## src/rtl/i2cee_pkg.sv

```systemverilog
// ----------------------------------------------------------------------------
// i2cee_pkg: shared types and constants of the I2C EEPROM master
// Sequencer phases, byte stages, operation and status codes, state and
// result records passed between the step logic and the top level.
// ----------------------------------------------------------------------------
`default_nettype none

package i2cee_pkg;

  localparam int unsigned HalfW   = 16;
  localparam int unsigned DevW    = 7;
  localparam int unsigned ByteW   = 8;
  localparam int unsigned BitIdxW = 3;
  localparam int unsigned StatW   = 3;
  localparam int unsigned CfgIdxW = 1;

  localparam logic [HalfW-1:0] HalfReset = 16'd840;
  localparam logic [DevW-1:0]  DevReset  = 7'd80;

  // configuration register indexes
  localparam logic [CfgIdxW-1:0] CfgHalfPeriod = 1'b0;
  localparam logic [CfgIdxW-1:0] CfgDevAddr    = 1'b1;

  typedef enum logic [1:0] {
    OP_TICK  = 2'd0,
    OP_WRITE = 2'd1,
    OP_READ  = 2'd2,
    OP_LOAD  = 2'd3
  } op_e;

  typedef enum logic [4:0] {
    PH_IDLE      = 5'd0,
    PH_START_A   = 5'd1,
    PH_START_B   = 5'd2,
    PH_START_C   = 5'd3,
    PH_TX_LOW    = 5'd4,
    PH_TX_HIGH   = 5'd5,
    PH_ACK_LOW   = 5'd6,
    PH_ACK_HIGH  = 5'd7,
    PH_RX_LOW    = 5'd8,
    PH_RX_HIGH   = 5'd9,
    PH_MACK_LOW  = 5'd10,
    PH_MACK_HIGH = 5'd11,
    PH_WAIT_DATA = 5'd12,
    PH_RS_A      = 5'd13,
    PH_STOP_A    = 5'd14,
    PH_STOP_B    = 5'd15,
    PH_STOP_C    = 5'd16
  } phase_e;

  typedef enum logic [2:0] {
    STG_DEV_W = 3'd0,
    STG_WORD  = 3'd1,
    STG_DEV_R = 3'd2,
    STG_WDATA = 3'd3,
    STG_RDATA = 3'd4
  } stage_e;

  localparam logic [StatW-1:0] StatOk       = 3'd0;
  localparam logic [StatW-1:0] StatDevNack  = 3'd1;
  localparam logic [StatW-1:0] StatWordNack = 3'd2;
  localparam logic [StatW-1:0] StatRdNack   = 3'd3;
  localparam logic [StatW-1:0] StatDataNack = 3'd4;

  typedef struct packed {
    phase_e              phase;
    logic [HalfW-1:0]    tick_count;
    logic [BitIdxW-1:0]  bit_index;
    logic [ByteW-1:0]    shift_byte;
    logic [ByteW-1:0]    bytes_left;
    logic [ByteW-1:0]    saved_word_address;
    logic                is_read;
    stage_e              stage;
    logic [StatW-1:0]    status;
  } seq_state_t;

  typedef struct packed {
    logic [StatW-1:0] status;
    logic             done_res;
    logic             busy_res;
    logic             data_request;
    logic             read_valid;
    logic [ByteW-1:0] read_data;
    logic             sda_release;
    logic             scl;
  } result_t;

  localparam int unsigned ResW  = $bits(result_t);
  localparam int unsigned OutTW = ((ResW + 7) / 8) * 8;
  localparam int unsigned InW   = 3 * ByteW + 1;
  localparam int unsigned InTW  = ((InW + 7) / 8) * 8;

endpackage

`default_nettype wire

```

## src/rtl/i2cee_step.sv

```systemverilog
// ----------------------------------------------------------------------------
// i2cee_step: one tick of the I2C bit sequencer
// Takes the current sequencer state and one input word, and gives the next
// state plus the bus levels and flags for this tick. Purely combinational.
// ----------------------------------------------------------------------------
`default_nettype none

module i2cee_step (
  input  i2cee_pkg::seq_state_t               state_i,
  input  logic [i2cee_pkg::HalfW-1:0]         half_period_i,
  input  logic [i2cee_pkg::DevW-1:0]          dev_addr_i,
  input  i2cee_pkg::op_e                      op_i,
  input  logic [i2cee_pkg::ByteW-1:0]         word_address_i,
  input  logic [i2cee_pkg::ByteW-1:0]         byte_count_i,
  input  logic [i2cee_pkg::ByteW-1:0]         write_data_i,
  input  logic                                sda_level_i,
  output i2cee_pkg::seq_state_t               state_o,
  output i2cee_pkg::result_t                  result_o
);

  always_comb begin
    i2cee_pkg::seq_state_t s;
    i2cee_pkg::phase_e     ph;
    logic                  bit_v;
    logic                  scl;
    logic                  sda;
    logic                  rvalid;
    logic [i2cee_pkg::ByteW-1:0] rdata;
    logic                  done;
    logic [i2cee_pkg::HalfW:0]   tick_inc;
    logic [i2cee_pkg::ByteW-1:0] bl_dec;
    logic [i2cee_pkg::ByteW-1:0] shifted;

    s      = state_i;
    bit_v  = state_i.shift_byte[state_i.bit_index];
    rvalid = 1'b0;
    rdata  = '0;
    done   = 1'b0;

    // take a begin while idle, or a data word while waiting for one
    if (state_i.phase == i2cee_pkg::PH_IDLE &&
        (op_i == i2cee_pkg::OP_WRITE || op_i == i2cee_pkg::OP_READ)) begin
      s.saved_word_address = word_address_i;
      s.bytes_left         = byte_count_i;
      s.is_read            = (op_i == i2cee_pkg::OP_READ);
      s.stage              = i2cee_pkg::STG_DEV_W;
      s.phase              = i2cee_pkg::PH_START_A;
      s.tick_count         = '0;
    end else if (state_i.phase == i2cee_pkg::PH_WAIT_DATA &&
                 op_i == i2cee_pkg::OP_LOAD) begin
      s.shift_byte = write_data_i;
      s.bit_index  = '1;
      s.phase      = i2cee_pkg::PH_TX_LOW;
      s.tick_count = '0;
      bit_v        = write_data_i[i2cee_pkg::ByteW-1];
    end

    ph = s.phase;

    // bus levels for this tick
    case (ph)
      i2cee_pkg::PH_START_A:   begin scl = 1'b1; sda = 1'b1; end
      i2cee_pkg::PH_START_B:   begin scl = 1'b1; sda = 1'b0; end
      i2cee_pkg::PH_START_C:   begin scl = 1'b0; sda = 1'b0; end
      i2cee_pkg::PH_TX_LOW:    begin scl = 1'b0; sda = bit_v; end
      i2cee_pkg::PH_TX_HIGH:   begin scl = 1'b1; sda = bit_v; end
      i2cee_pkg::PH_ACK_LOW,
      i2cee_pkg::PH_RX_LOW:    begin scl = 1'b0; sda = 1'b1; end
      i2cee_pkg::PH_ACK_HIGH,
      i2cee_pkg::PH_RX_HIGH:   begin scl = 1'b1; sda = 1'b1; end
      i2cee_pkg::PH_MACK_LOW:  begin scl = 1'b0; sda = (s.bytes_left == '0); end
      i2cee_pkg::PH_MACK_HIGH: begin scl = 1'b1; sda = (s.bytes_left == '0); end
      i2cee_pkg::PH_WAIT_DATA: begin scl = 1'b0; sda = 1'b0; end
      i2cee_pkg::PH_RS_A:      begin scl = 1'b0; sda = 1'b1; end
      i2cee_pkg::PH_STOP_A:    begin scl = 1'b0; sda = 1'b0; end
      i2cee_pkg::PH_STOP_B:    begin scl = 1'b1; sda = 1'b0; end
      i2cee_pkg::PH_STOP_C:    begin scl = 1'b1; sda = 1'b1; end
      default:                 begin scl = 1'b1; sda = 1'b1; end
    endcase

    tick_inc = {1'b0, s.tick_count} + 1'b1;
    bl_dec   = s.bytes_left - 1'b1;
    shifted  = {s.shift_byte[i2cee_pkg::ByteW-2:0], sda_level_i};

    // advance the half-period timer, then the phase at its end
    if (ph != i2cee_pkg::PH_IDLE && ph != i2cee_pkg::PH_WAIT_DATA) begin
      if (tick_inc < {1'b0, half_period_i}) begin
        s.tick_count = tick_inc[i2cee_pkg::HalfW-1:0];
      end else begin
        s.tick_count = '0;
        case (ph)
          i2cee_pkg::PH_START_A: s.phase = i2cee_pkg::PH_START_B;
          i2cee_pkg::PH_START_B: s.phase = i2cee_pkg::PH_START_C;
          i2cee_pkg::PH_START_C: begin
            s.shift_byte = {dev_addr_i, (s.stage == i2cee_pkg::STG_DEV_R)};
            s.bit_index  = '1;
            s.phase      = i2cee_pkg::PH_TX_LOW;
          end
          i2cee_pkg::PH_TX_LOW:  s.phase = i2cee_pkg::PH_TX_HIGH;
          i2cee_pkg::PH_TX_HIGH: begin
            if (s.bit_index == '0) begin
              s.phase = i2cee_pkg::PH_ACK_LOW;
            end else begin
              s.bit_index = s.bit_index - 1'b1;
              s.phase     = i2cee_pkg::PH_TX_LOW;
            end
          end
          i2cee_pkg::PH_ACK_LOW: s.phase = i2cee_pkg::PH_ACK_HIGH;
          i2cee_pkg::PH_ACK_HIGH: begin
            if (sda_level_i) begin
              // nack: stop with the code of the byte that failed
              case (s.stage)
                i2cee_pkg::STG_DEV_W: s.status = i2cee_pkg::StatDevNack;
                i2cee_pkg::STG_WORD:  s.status = i2cee_pkg::StatWordNack;
                i2cee_pkg::STG_DEV_R: s.status = i2cee_pkg::StatRdNack;
                default:              s.status = i2cee_pkg::StatDataNack;
              endcase
              s.phase = i2cee_pkg::PH_STOP_A;
            end else begin
              case (s.stage)
                i2cee_pkg::STG_DEV_W: begin
                  s.stage      = i2cee_pkg::STG_WORD;
                  s.shift_byte = s.saved_word_address;
                  s.bit_index  = '1;
                  s.phase      = i2cee_pkg::PH_TX_LOW;
                end
                i2cee_pkg::STG_WORD: begin
                  if (s.bytes_left == '0) begin
                    s.status = i2cee_pkg::StatOk;
                    s.phase  = i2cee_pkg::PH_STOP_A;
                  end else if (s.is_read) begin
                    s.stage = i2cee_pkg::STG_DEV_R;
                    s.phase = i2cee_pkg::PH_RS_A;
                  end else begin
                    s.stage = i2cee_pkg::STG_WDATA;
                    s.phase = i2cee_pkg::PH_WAIT_DATA;
                  end
                end
                i2cee_pkg::STG_DEV_R: begin
                  s.stage      = i2cee_pkg::STG_RDATA;
                  s.shift_byte = '0;
                  s.bit_index  = '1;
                  s.phase      = i2cee_pkg::PH_RX_LOW;
                end
                default: begin
                  s.bytes_left = bl_dec;
                  if (bl_dec == '0) begin
                    s.status = i2cee_pkg::StatOk;
                    s.phase  = i2cee_pkg::PH_STOP_A;
                  end else begin
                    s.phase = i2cee_pkg::PH_WAIT_DATA;
                  end
                end
              endcase
            end
          end
          i2cee_pkg::PH_RX_LOW: s.phase = i2cee_pkg::PH_RX_HIGH;
          i2cee_pkg::PH_RX_HIGH: begin
            s.shift_byte = shifted;
            if (s.bit_index == '0) begin
              rvalid       = 1'b1;
              rdata        = shifted;
              s.bytes_left = bl_dec;
              s.phase      = i2cee_pkg::PH_MACK_LOW;
            end else begin
              s.bit_index = s.bit_index - 1'b1;
              s.phase     = i2cee_pkg::PH_RX_LOW;
            end
          end
          i2cee_pkg::PH_MACK_LOW: s.phase = i2cee_pkg::PH_MACK_HIGH;
          i2cee_pkg::PH_MACK_HIGH: begin
            if (s.bytes_left == '0) begin
              s.status = i2cee_pkg::StatOk;
              s.phase  = i2cee_pkg::PH_STOP_A;
            end else begin
              s.shift_byte = '0;
              s.bit_index  = '1;
              s.phase      = i2cee_pkg::PH_RX_LOW;
            end
          end
          i2cee_pkg::PH_RS_A:   s.phase = i2cee_pkg::PH_START_A;
          i2cee_pkg::PH_STOP_A: s.phase = i2cee_pkg::PH_STOP_B;
          i2cee_pkg::PH_STOP_B: s.phase = i2cee_pkg::PH_STOP_C;
          i2cee_pkg::PH_STOP_C: begin
            s.phase = i2cee_pkg::PH_IDLE;
            done    = 1'b1;
          end
          default: s.phase = i2cee_pkg::PH_IDLE;
        endcase
      end
    end

    state_o = s;

    result_o.scl          = scl;
    result_o.sda_release  = sda;
    result_o.read_data    = rdata;
    result_o.read_valid   = rvalid;
    result_o.data_request = (s.phase == i2cee_pkg::PH_WAIT_DATA);
    result_o.busy_res     = (s.phase != i2cee_pkg::PH_IDLE);
    result_o.done_res     = done;
    result_o.status       = s.status;
  end

endmodule

`default_nettype wire

```

## src/rtl/i2c_eeprom_master.sv

```systemverilog
// ----------------------------------------------------------------------------
// i2c_eeprom_master: bit-level I2C master for a small serial EEPROM
// Runs start, device address, word address, then write bytes or a repeated
// start and read bytes, then stop. One input word is one timing tick.
//
//   channel   dir  fields
//   s_axis    in   tuser: operation; tdata: word_address, byte_count,
//                  write_data, sda_level
//   m_axis    out  tdata: scl, sda_release, read_data, read_valid,
//                  data_request, busy_res, done_res, status
//   cfg       in   index 0 half_period_ticks, index 1 device_address
//
// One word per cycle: the step logic updates the sequencer state on the
// accepting edge and the result word lands in the output register.
// The output register frees on the same edge it is taken, so input and
// output may both move every cycle; a stalled output holds the input back.
// Reset clears the sequencer to idle and loads the default configuration.
// ----------------------------------------------------------------------------
`default_nettype none

module i2c_eeprom_master (
  input  logic                                clk_i,
  input  logic                                rst_ni,
  // configuration write port
  input  logic                                cfg_we_i,
  input  logic [i2cee_pkg::CfgIdxW-1:0]       cfg_idx_i,
  input  logic [i2cee_pkg::HalfW-1:0]         cfg_data_i,
  // tick words in
  input  logic                                s_axis_tvalid,
  output logic                                s_axis_tready,
  // [7:0] word_address, [15:8] byte_count, [23:16] write_data,
  // [24] sda_level, [31:25] zero
  input  logic [i2cee_pkg::InTW-1:0]          s_axis_tdata,
  // [1:0] operation
  input  logic [1:0]                          s_axis_tuser,
  // result words out
  output logic                                m_axis_tvalid,
  input  logic                                m_axis_tready,
  // [0] scl, [1] sda_release, [9:2] read_data, [10] read_valid,
  // [11] data_request, [12] busy_res, [13] done_res, [16:14] status,
  // [23:17] zero
  output logic [i2cee_pkg::OutTW-1:0]         m_axis_tdata
);

  localparam int unsigned BW = i2cee_pkg::ByteW;

  logic [i2cee_pkg::HalfW-1:0] half_q;
  logic [i2cee_pkg::DevW-1:0]  dev_q;
  i2cee_pkg::seq_state_t       state_q;
  i2cee_pkg::seq_state_t       state_d;
  i2cee_pkg::result_t          res_d;
  i2cee_pkg::result_t          res_q;
  logic                        out_valid_q;
  logic                        accept;

  assign s_axis_tready = !out_valid_q || m_axis_tready;
  assign accept        = s_axis_tvalid && s_axis_tready;

  // configuration registers
  always_ff @(posedge clk_i or negedge rst_ni) begin
    if (!rst_ni) begin
      half_q <= i2cee_pkg::HalfReset;
      dev_q  <= i2cee_pkg::DevReset;
    end else if (cfg_we_i) begin
      case (cfg_idx_i)
        i2cee_pkg::CfgHalfPeriod: half_q <= cfg_data_i;
        i2cee_pkg::CfgDevAddr:    dev_q  <= cfg_data_i[i2cee_pkg::DevW-1:0];
        default: ;
      endcase
    end
  end

  i2cee_step u_step (
    .state_i        (state_q),
    .half_period_i  (half_q),
    .dev_addr_i     (dev_q),
    .op_i           (i2cee_pkg::op_e'(s_axis_tuser)),
    .word_address_i (s_axis_tdata[BW-1:0]),
    .byte_count_i   (s_axis_tdata[2*BW-1:BW]),
    .write_data_i   (s_axis_tdata[3*BW-1:2*BW]),
    .sda_level_i    (s_axis_tdata[3*BW]),
    .state_o        (state_d),
    .result_o       (res_d)
  );

  // advance the sequencer on each accepted word
  always_ff @(posedge clk_i or negedge rst_ni) begin
    if (!rst_ni) begin
      state_q <= '{phase: i2cee_pkg::PH_IDLE, stage: i2cee_pkg::STG_DEV_W,
                   default: '0};
    end else if (accept) begin
      state_q <= state_d;
    end
  end

  // output register valid
  always_ff @(posedge clk_i or negedge rst_ni) begin
    if (!rst_ni) begin
      out_valid_q <= 1'b0;
    end else if (accept) begin
      out_valid_q <= 1'b1;
    end else if (m_axis_tready) begin
      out_valid_q <= 1'b0;
    end
  end

  // output register payload
  always_ff @(posedge clk_i) begin
    if (accept) begin
      res_q <= res_d;
    end
  end

  assign m_axis_tvalid = out_valid_q;
  assign m_axis_tdata  = {{(i2cee_pkg::OutTW - i2cee_pkg::ResW){1'b0}}, res_q};

endmodule

`default_nettype wire

```

## config.mk

```make
export PLATFORM = sky130hd
export DESIGN_NAME = i2c_eeprom_master
export DESIGN_NICKNAME = d
export VERILOG_FILES = /design/src/rtl/i2cee_pkg.sv /design/src/rtl/i2cee_step.sv /design/src/rtl/i2c_eeprom_master.sv
export SDC_FILE = /design/constraint.sdc
export NUM_CORES = 1
export LEC_CHECK = 0
export ABC_AREA = 1
export BUFFER_PORTS_ARGS = -buffer_cell sky130_fd_sc_hd__clkbuf_2
export CORE_UTILIZATION = 60
export DETAILED_ROUTE_END_ITERATION = 7
export MAX_ROUTING_LAYER = met4
export PLACE_DENSITY = 0.9
export SLEW_MARGIN = 30
export SYNTH_ARGS = -nofsm -noshare
export SYNTH_HDL_FRONTEND = slang
export SYNTH_HIERARCHICAL = 1
export SYNTH_SLANG_ARGS = --single-unit
export TNS_END_PERCENT = 10
```

## constraint.sdc

```tcl
create_clock -name clk_i -period 8.1 [get_ports clk_i]
set_clock_uncertainty 0.05 [all_clocks]
set_input_delay 1.62 -clock clk_i [delete_from_list [all_inputs] [get_ports clk_i]]
set_output_delay 1.62 -clock clk_i [all_outputs]
set_load 0.02 [all_outputs]
```

==> Yosys cells after proc, flatten, opt, wreduce, memory -nomap -nowiden <==
Cells that the tools add are included.
{ "totals": {"register_bits": 96, "out_inout_bits": 26, "input_bits": 56} }
{ "classes": {"magnitude_cmp": 2, "mux": 49, "reduce_logical": 27, "addsub": 3, "bitwise_logic": 4, "n_eq_ne": 24} }
{ "ops": {"columns": ["operator", "n"], "rows": [
  ["$pmux W5 S14", 1],
  ["$eq A5 B4 Y1 const B", 10],
  ["$mux W40", 1],
  ["$mux W19", 2],
  ["$mux W32", 1],
  ["$pmux W8 S4", 1],
  ["$mux W3", 8],
  ["$mux W11", 2],
  ["$pmux W11 S2", 1],
  ["$mux W21", 1],
  ["$eq A5 B3 Y1 const B", 4],
  ["$mux W20", 1],
  ["$pmux W3 S3", 2],
  ["$add A16 B1 Y17 const B", 1],
  ["$lt A17 B16 Y1", 1],
  ["$logic_not A8 Y1", 2],
  ["$mux W16", 1],
  ["$mux W8", 2],
  ["$pmux W8 S2", 1],
  ["$pmux W5 S3", 1],
  ["$mux W6", 2],
  ["$pmux W3 S2", 2],
  ["$pmux W3 S4", 1],
  ["$eq A5 B2 Y1 const B", 2],
  ["29 further kinds", 58]
]} }

==> Longest topological paths before layout <==
Gate-level depths: netlist (run 1).
{ "depth": {"ltp_word": 13, "depth_mapped": 35, "depth_no_buf": 33} }

==> By module <==
Netlist (run 1), hierarchy kept.
{ "modules_own_cells": {"columns": ["module", "cells_each", "seq_area_each_um2", "instances", "area_per_inst_um2"], "rows": [
  ["i2c_eeprom_master", 361, 2494.9, 1, 3736.1],
  ["i2cee_step", 700, 0.0, 1, 3609.7]
]} }

==> Least setup slack after synthesis (run 1) <==
No wires, ideal clock.
{ "synth_path": {"path_type": "in2reg", "startpoint": "input s_axis_tuser[0]", "endpoint": "register res_q (netlist bit m_axis_tdata[12]), data pin", "setup_ps": 257, "t_arrival_ps": 5069, "stages": 31, "path_slack_ps": 2724, "path_cell_list": "inv_1 > ha_1 > nor2_4 > nand3_4 > inv_2 > clkbuf_1 > nor2_1 > ha_1 > nand4_1 > nor2_4 > inv_1 > nor2_1 > xor2_1 > ha_1 > nand2_1 > inv_1 > o21ai_0 > nand2_1 > nor2_1 > nand2_1 > nand2_1 > nand2_1 > nand2_1 > nand2_1 > nand2_2 > nand3_4 > buf_6 > nand2_1 > nand3_1 > nor3b_1 > nand2_1"} }
{ "synth_rtl": {"columns": ["element", "line_no", "text"], "rows": [
  ["start, declared", "i2c_eeprom_master.sv:35", "input logic [1:0] s_axis_tuser,"],
  ["end signal, assigned", "i2c_eeprom_master.sv:110", "res_q <= res_d;"],
  ["end, declared", "i2c_eeprom_master.sv:52", "i2cee_pkg::result_t res_q;"]
]} }

==> run metrics, run 1 <==
CP max FO 43; EDFF count, synth 17; post-route setup slack 1.957 ns; Setup Viol. Count Final 0; crit-path most repeated cell nand2_1; top_reg_cell synth dfrtp_1; Synth top cells by count nand2_1 (353), inv_1 (130), nand3_1 (99), dfrtp_1 (73), o21ai_0 (62); setup tns final 0 ns; Async SR Flop Fraction 0.8229; total track usage 0.3138; pin count of the biggest net entering global routing 62; pre-CTS setup slack 1.793 ns; sw frac 0.4626; DRC viols 0; Root Driver clkbuf_16; Skew-Pair Late Insertion Delay 0.35 ns; max-slew violation count 0; area fraction of the dominant cell type after synthesis 0.2487; Worst path slowest cell buf_4; hold-fix buffers at CTS 0; crit path capture type flop; Lkg Pwr 0.004242 uW; final core occ 0.6580; HPWL Detailed 12870 um; YS warnings 6; first-pass GRT wire length 30600 um; cts bufs inserted 9; IO Count 82; DRT met1 WL 7890 um; register area share after synthesis 0.3396; Tcrit/Tclk final 0.7584; vias in the first global route 6598; Worst VDD drop 0.1468 mV; Gate power share 0.496; share of power burned in registers 0.302; flops & latches, synth 96; Clock transition at path regs 0.06 ns; setup repair bufs after CTS 0; Layout area overhead 7.137%; Final Critical Period 6.143 ns; largest cells by area after synthesis dfrtp_1 (25%), nand2_1 (18%), edfxtp_1 (6.9%); unrepaired setup endpoints after global routing false; starting density of the core 0.6141; Max stage delay on crit path 0.45 ns; CTS tree done; row count 40; Top Metal Used met4; Max Cap Violations 0; Die X 112.7 um; DR WL met3 1200 um; # diodes 0; first-pass iteration count of the detailed router 6; NumNets Final 1175; die area 12690 um^2; FMAX 0.1628 GHz; clock tree sinks 96; required time of the worst setup path 8.34 ns; CP arrival 6.38 ns; Avg Cell Area, Syn 6.923 um^2; Bufs on Longest Clock Path 2; most common cell in the netlist nand2_1; final hold vios 0; Crit Path Category in -> reg; CP startpoint kind primary input; I/O Buffers 67; HP Class reg -> reg; mapped cell area 7346 um^2; Syn Inst Count 1061; Worst-Margin Slew 0.8801 ns; H-tree Lvls 3; total power 2253 uW; power per cell area 286.3 nW/um^2; net switching power 1042 uW; status finished clean; total gr overflow 0; max_slew headroom 0.4111; Met2 Wirelength 8829 um; Avg WL per Cell 14.80 um; die height 112.7 um; Vias 7134; core area 11960 um^2; Yosys top cell by area dfrtp_1; 1st-iter DRT viols 782; antenna violations before repair 0; Pint 1211 uW; via/cell ratio 5.716; Antenna Nets Post-Route 0; Clk pwr share 0.201; synth unique cells 53; GP Congestion 0.9802; final wirelength 18480 um; post-CTS sizing 0; layout cell share with drive strength beyond 1 0.1399
[metrics by stage]
stage	cells	area, um^2	hold WS [ns]
after floorplan	1067	7368	0.3866
after detailed placement	1232	7557	0.4084
final	1248	7870	0.4187
after global routing	1248	7870	0.4424
after CTS	1248	7870	0.4219
after global placement	1232	7552	0.4029
[critical path, delay by kind of cell]
| kind | cells | cell delay (ns) |
|---|---|---|
| AOI/OAI and AO/OA | 3 | 0.35 |
| xor gates and xnor gates | 1 | 0.24 |
| adders and majority gates | 3 | 0.77 |
| buffers and inverters | 7 | 0.98 |
| and+or+nand+nor | 20 | 2.37 |
[layer usage]
layer | track usage | up-vias
met5 | - | -
met1 | 0.3804 | 3273
met2 | 0.5152 | 312
met3 | 0.03942 | 50
met4 | 0.1609 | 0
li1 | - | 3499
[logic make-up after synthesis]
family                   synth area share
adder cells (fa/ha/maj)           0.03918
other                           0.0005105
buffers and inverters              0.1208
flip-flops                         0.3396
AO/OA/AOI/OAI                      0.1276
XOR/XNOR                          0.01311
AND/OR/NAND/NOR                    0.3592
[final timing paths]
| kind | to | startpoint | depth (start not counted) | slack, ns |
|---|---|---|---|---|
| setup / recovery | state_q[33] | s_axis_tuser[0] | 34 | 1.96 |
| hold / removal | state_q[20] | state_q[20] | 2 | 0.42 |
| setup reg to reg | state_q[33] | state_q[54] | 31 | 3.06 |
| hold reg to reg | state_q[20] | state_q[20] | 2 | 0.42 |
| max in group asynchronous | state_q[27] | rst_ni | 2 | 5.86 |
| min in group asynchronous | state_q[15] | rst_ni | 1 | 1.10 |
[cell usage in the layout (no fill, tap or decap), types with 14 or more instances in the layout]
cell,Yosys,routed
dfrtp_1,73,73
inv_1,130,130
o22ai_1,14,14
clkbuf_2,0,66
o21ai_1,18,18
nand4_1,18,18
nand3_1,99,99
ha_1,23,23
nand2_1,353,353
edfxtp_1,17,17
o21ai_0,62,62
nor2_1,49,49
a21oi_1,34,34
[registers in the layout (all words and copies together), names as in the netlist]
signal and cells:
state_q 55, m_axis_tdata 17, half_q 16, dev_q 7, m_axis_tvalid 1
[power groups by stage]
| stage | Clock, uW | Sequential, uW | Combinational (uW) |
|---|---|---|---|
| CTS | 462 | 681 | 1100 |
| global placement | 0 | 683 | 1060 |
| floorplan | 0 | 679 | 862 |
| finish | 453 | 681 | 1120 |
| detailed placement | 0 | 688 | 1090 |
| global route | 477 | 694 | 1250 |
[layout make-up]
type	instances	area (um^2)
multi-input cells	779	3991
clock buffers	10	229.0
fillers	1070	4091
inverters	140	526.8
repair buffers	70	360.3
flip-flops and latches	96	2495
well taps	147	183.9
clock inverters	6	83.83
Note: power is estimated with default switching activity, not from simulation.
==> run 2, diff against run 1 <==
Clock period 8.1 ns to 6 ns, I/O delays scaled along.
==> run 2 against run 1 <==
Net effect: the run now ends with DRC left; sequential power rose by 35%; register-to-register slack got worse by 1.8 ns; sequential cell count stayed put; design area rose by 0.37%; critical path depth fell by 1; count of clock-buffer cells in the layout unchanged; via count is 0.90% higher; power is 35% higher; wire length grew 1.1%; die area unchanged; core utilization grew 0.24 points.
==> run metrics, run 2 (synthesis gave the netlist of run 1 again) <==
dpl cell area 7601 um^2; Tcrit/Tclk final 0.8787; starting density of the core 0.6141; post-route setup slack 0.7278 ns; required time of the worst setup path 6.24 ns; H-tree Lvls 3; FMAX 0.1897 GHz; via/cell ratio 5.740; Vias 7198; setup repair bufs after CTS 0; Hold Crit Depth 2; row count 40; Levels on crit path 33; largest reg by FF count state_q; most frequent cells in the layout nand2_1 (353), inv_1 (130), nand3_1 (99); Bufs on Longest Clock Path 2; cell area after layout 7899 um^2; die area 12690 um^2; crit path capture type flop; FILL cells 1051; CP arrival 5.52 ns; layout cell share with drive strength beyond 1 0.1454; Avg WL per Cell 14.89 um; NumNets Final 1181; setup tns final 0 ns; crit-path most repeated cell nand2_1; Max Cap Violations 0; Worst VDD drop 0.1866 mV; Worst-Margin Slew 0.7611 ns; antenna violations before repair 0; Crit Path Category in -> reg; first-pass GRT wire length 30680 um; 1st-iter DRT viols 793; CP max FO 17; final hold vios 0; pin count of the biggest net entering global routing 80; CP startpoint kind primary input; violated checks DRC; Setup Viol. Count Final 0; post-CTS sizing 0; Max stage delay on crit path 0.31 ns; Largest register FFs 55; clock tree sinks 96; DRC viols 1; core area 11960 um^2; total gr overflow 0; R2R cell count 30; die height 112.7 um; status finished with violations; Skew-Pair Late Insertion Delay 0.37 ns; Clock transition at path regs 0.07 ns; Root Driver clkbuf_16; first-pass iteration count of the detailed router 8; Top delay family on crit path simple AND/OR/NAND/NOR gates; cts bufs inserted 9; power per cell area 384.5 nW/um^2; max-slew violation count 0; unrepaired setup endpoints after global routing false; Layout area overhead 7.529%; max_slew headroom 0.4926; IO Count 82; Die X 112.7 um; GP Congestion 0.9651; commonest non-fill, non-tap cell in the layout nand2_1; Worst path slowest cell ha_1; Lkg Pwr 0.004266 uW; vias in the first global route 6630; Antenna Nets Post-Route 0; hold-fix buffers at CTS 0; HPWL Detailed 13040 um; final wirelength 18670 um; # diodes 0; total track usage 0.3141; I/O Buffers 67; CTS tree done; HP Class reg -> reg; pre-CTS setup slack 0.4636 ns; Final Critical Period 5.272 ns; Crit path buffers/inverters 6
[run 2: path summary, 6_finish.rpt]
check	start	end	slack (ns)
max	s_axis_tuser[0]	state_q[31]	0.73
min	half_q[8]	half_q[8]	0.42
max reg2reg	state_q[52]	state_q[31]	1.27
min reg2reg	half_q[8]	half_q[8]	0.42
max in group asynchronous	rst_ni	half_q[5]	4.54
min in group asynchronous	rst_ni	state_q[2]	0.79
[run 2: area by class of cell]
type,count,area (um^2),area share
clock buffer,10,229.0,0.02899
clock inverter,6,68.82,0.008712
inverter,140,526.8,0.06669
multi-input combinational,779,3986,0.5047
sequential,96,2495,0.3159
tap,147,183.9,0.02329
timing repair buffer,76,409.1,0.05180
[run 2: report_power, final]
part / internal (uW) / switching (uW)
clock: 326 / 267
sequential: 812 / 107
combinational: 478 / 1050
total: 1620 / 1420
[run 2: tightest hold or removal path, delay by kind of cell, from the launching register on]
| kind | cells | cell delay [ns] |
|---|---|---|
| DFF | 1 | 0.37 |
| and+or+nand+nor | 2 | 0.09 |
[run 2: stage by stage]
step                      power [uW]  cells  utilization  hold slack (ns)
after global routing            3266   1254       0.6604           0.4419
final                           3037   1254       0.6604           0.4156
after global placement          2371   1238       0.6351           0.4024
after CTS                       3014   1254       0.6604           0.4193
after detailed placement        2414   1238       0.6355           0.4083
after floorplan                 2081   1067            -           0.3866
[run 2: layer usage]
| layer | vias to the layer above | global-route usage | share of wire |
|---|---|---|---|
| li1 | 3502 | - | - |
| met1 | 3326 | 0.3826 | 0.41 |
| met2 | 330 | 0.5037 | 0.48 |
| met3 | 40 | 0.07127 | 0.086 |
| met4 | 0 | 0.1298 | 0.025 |
| met5 | - | - | 0 |
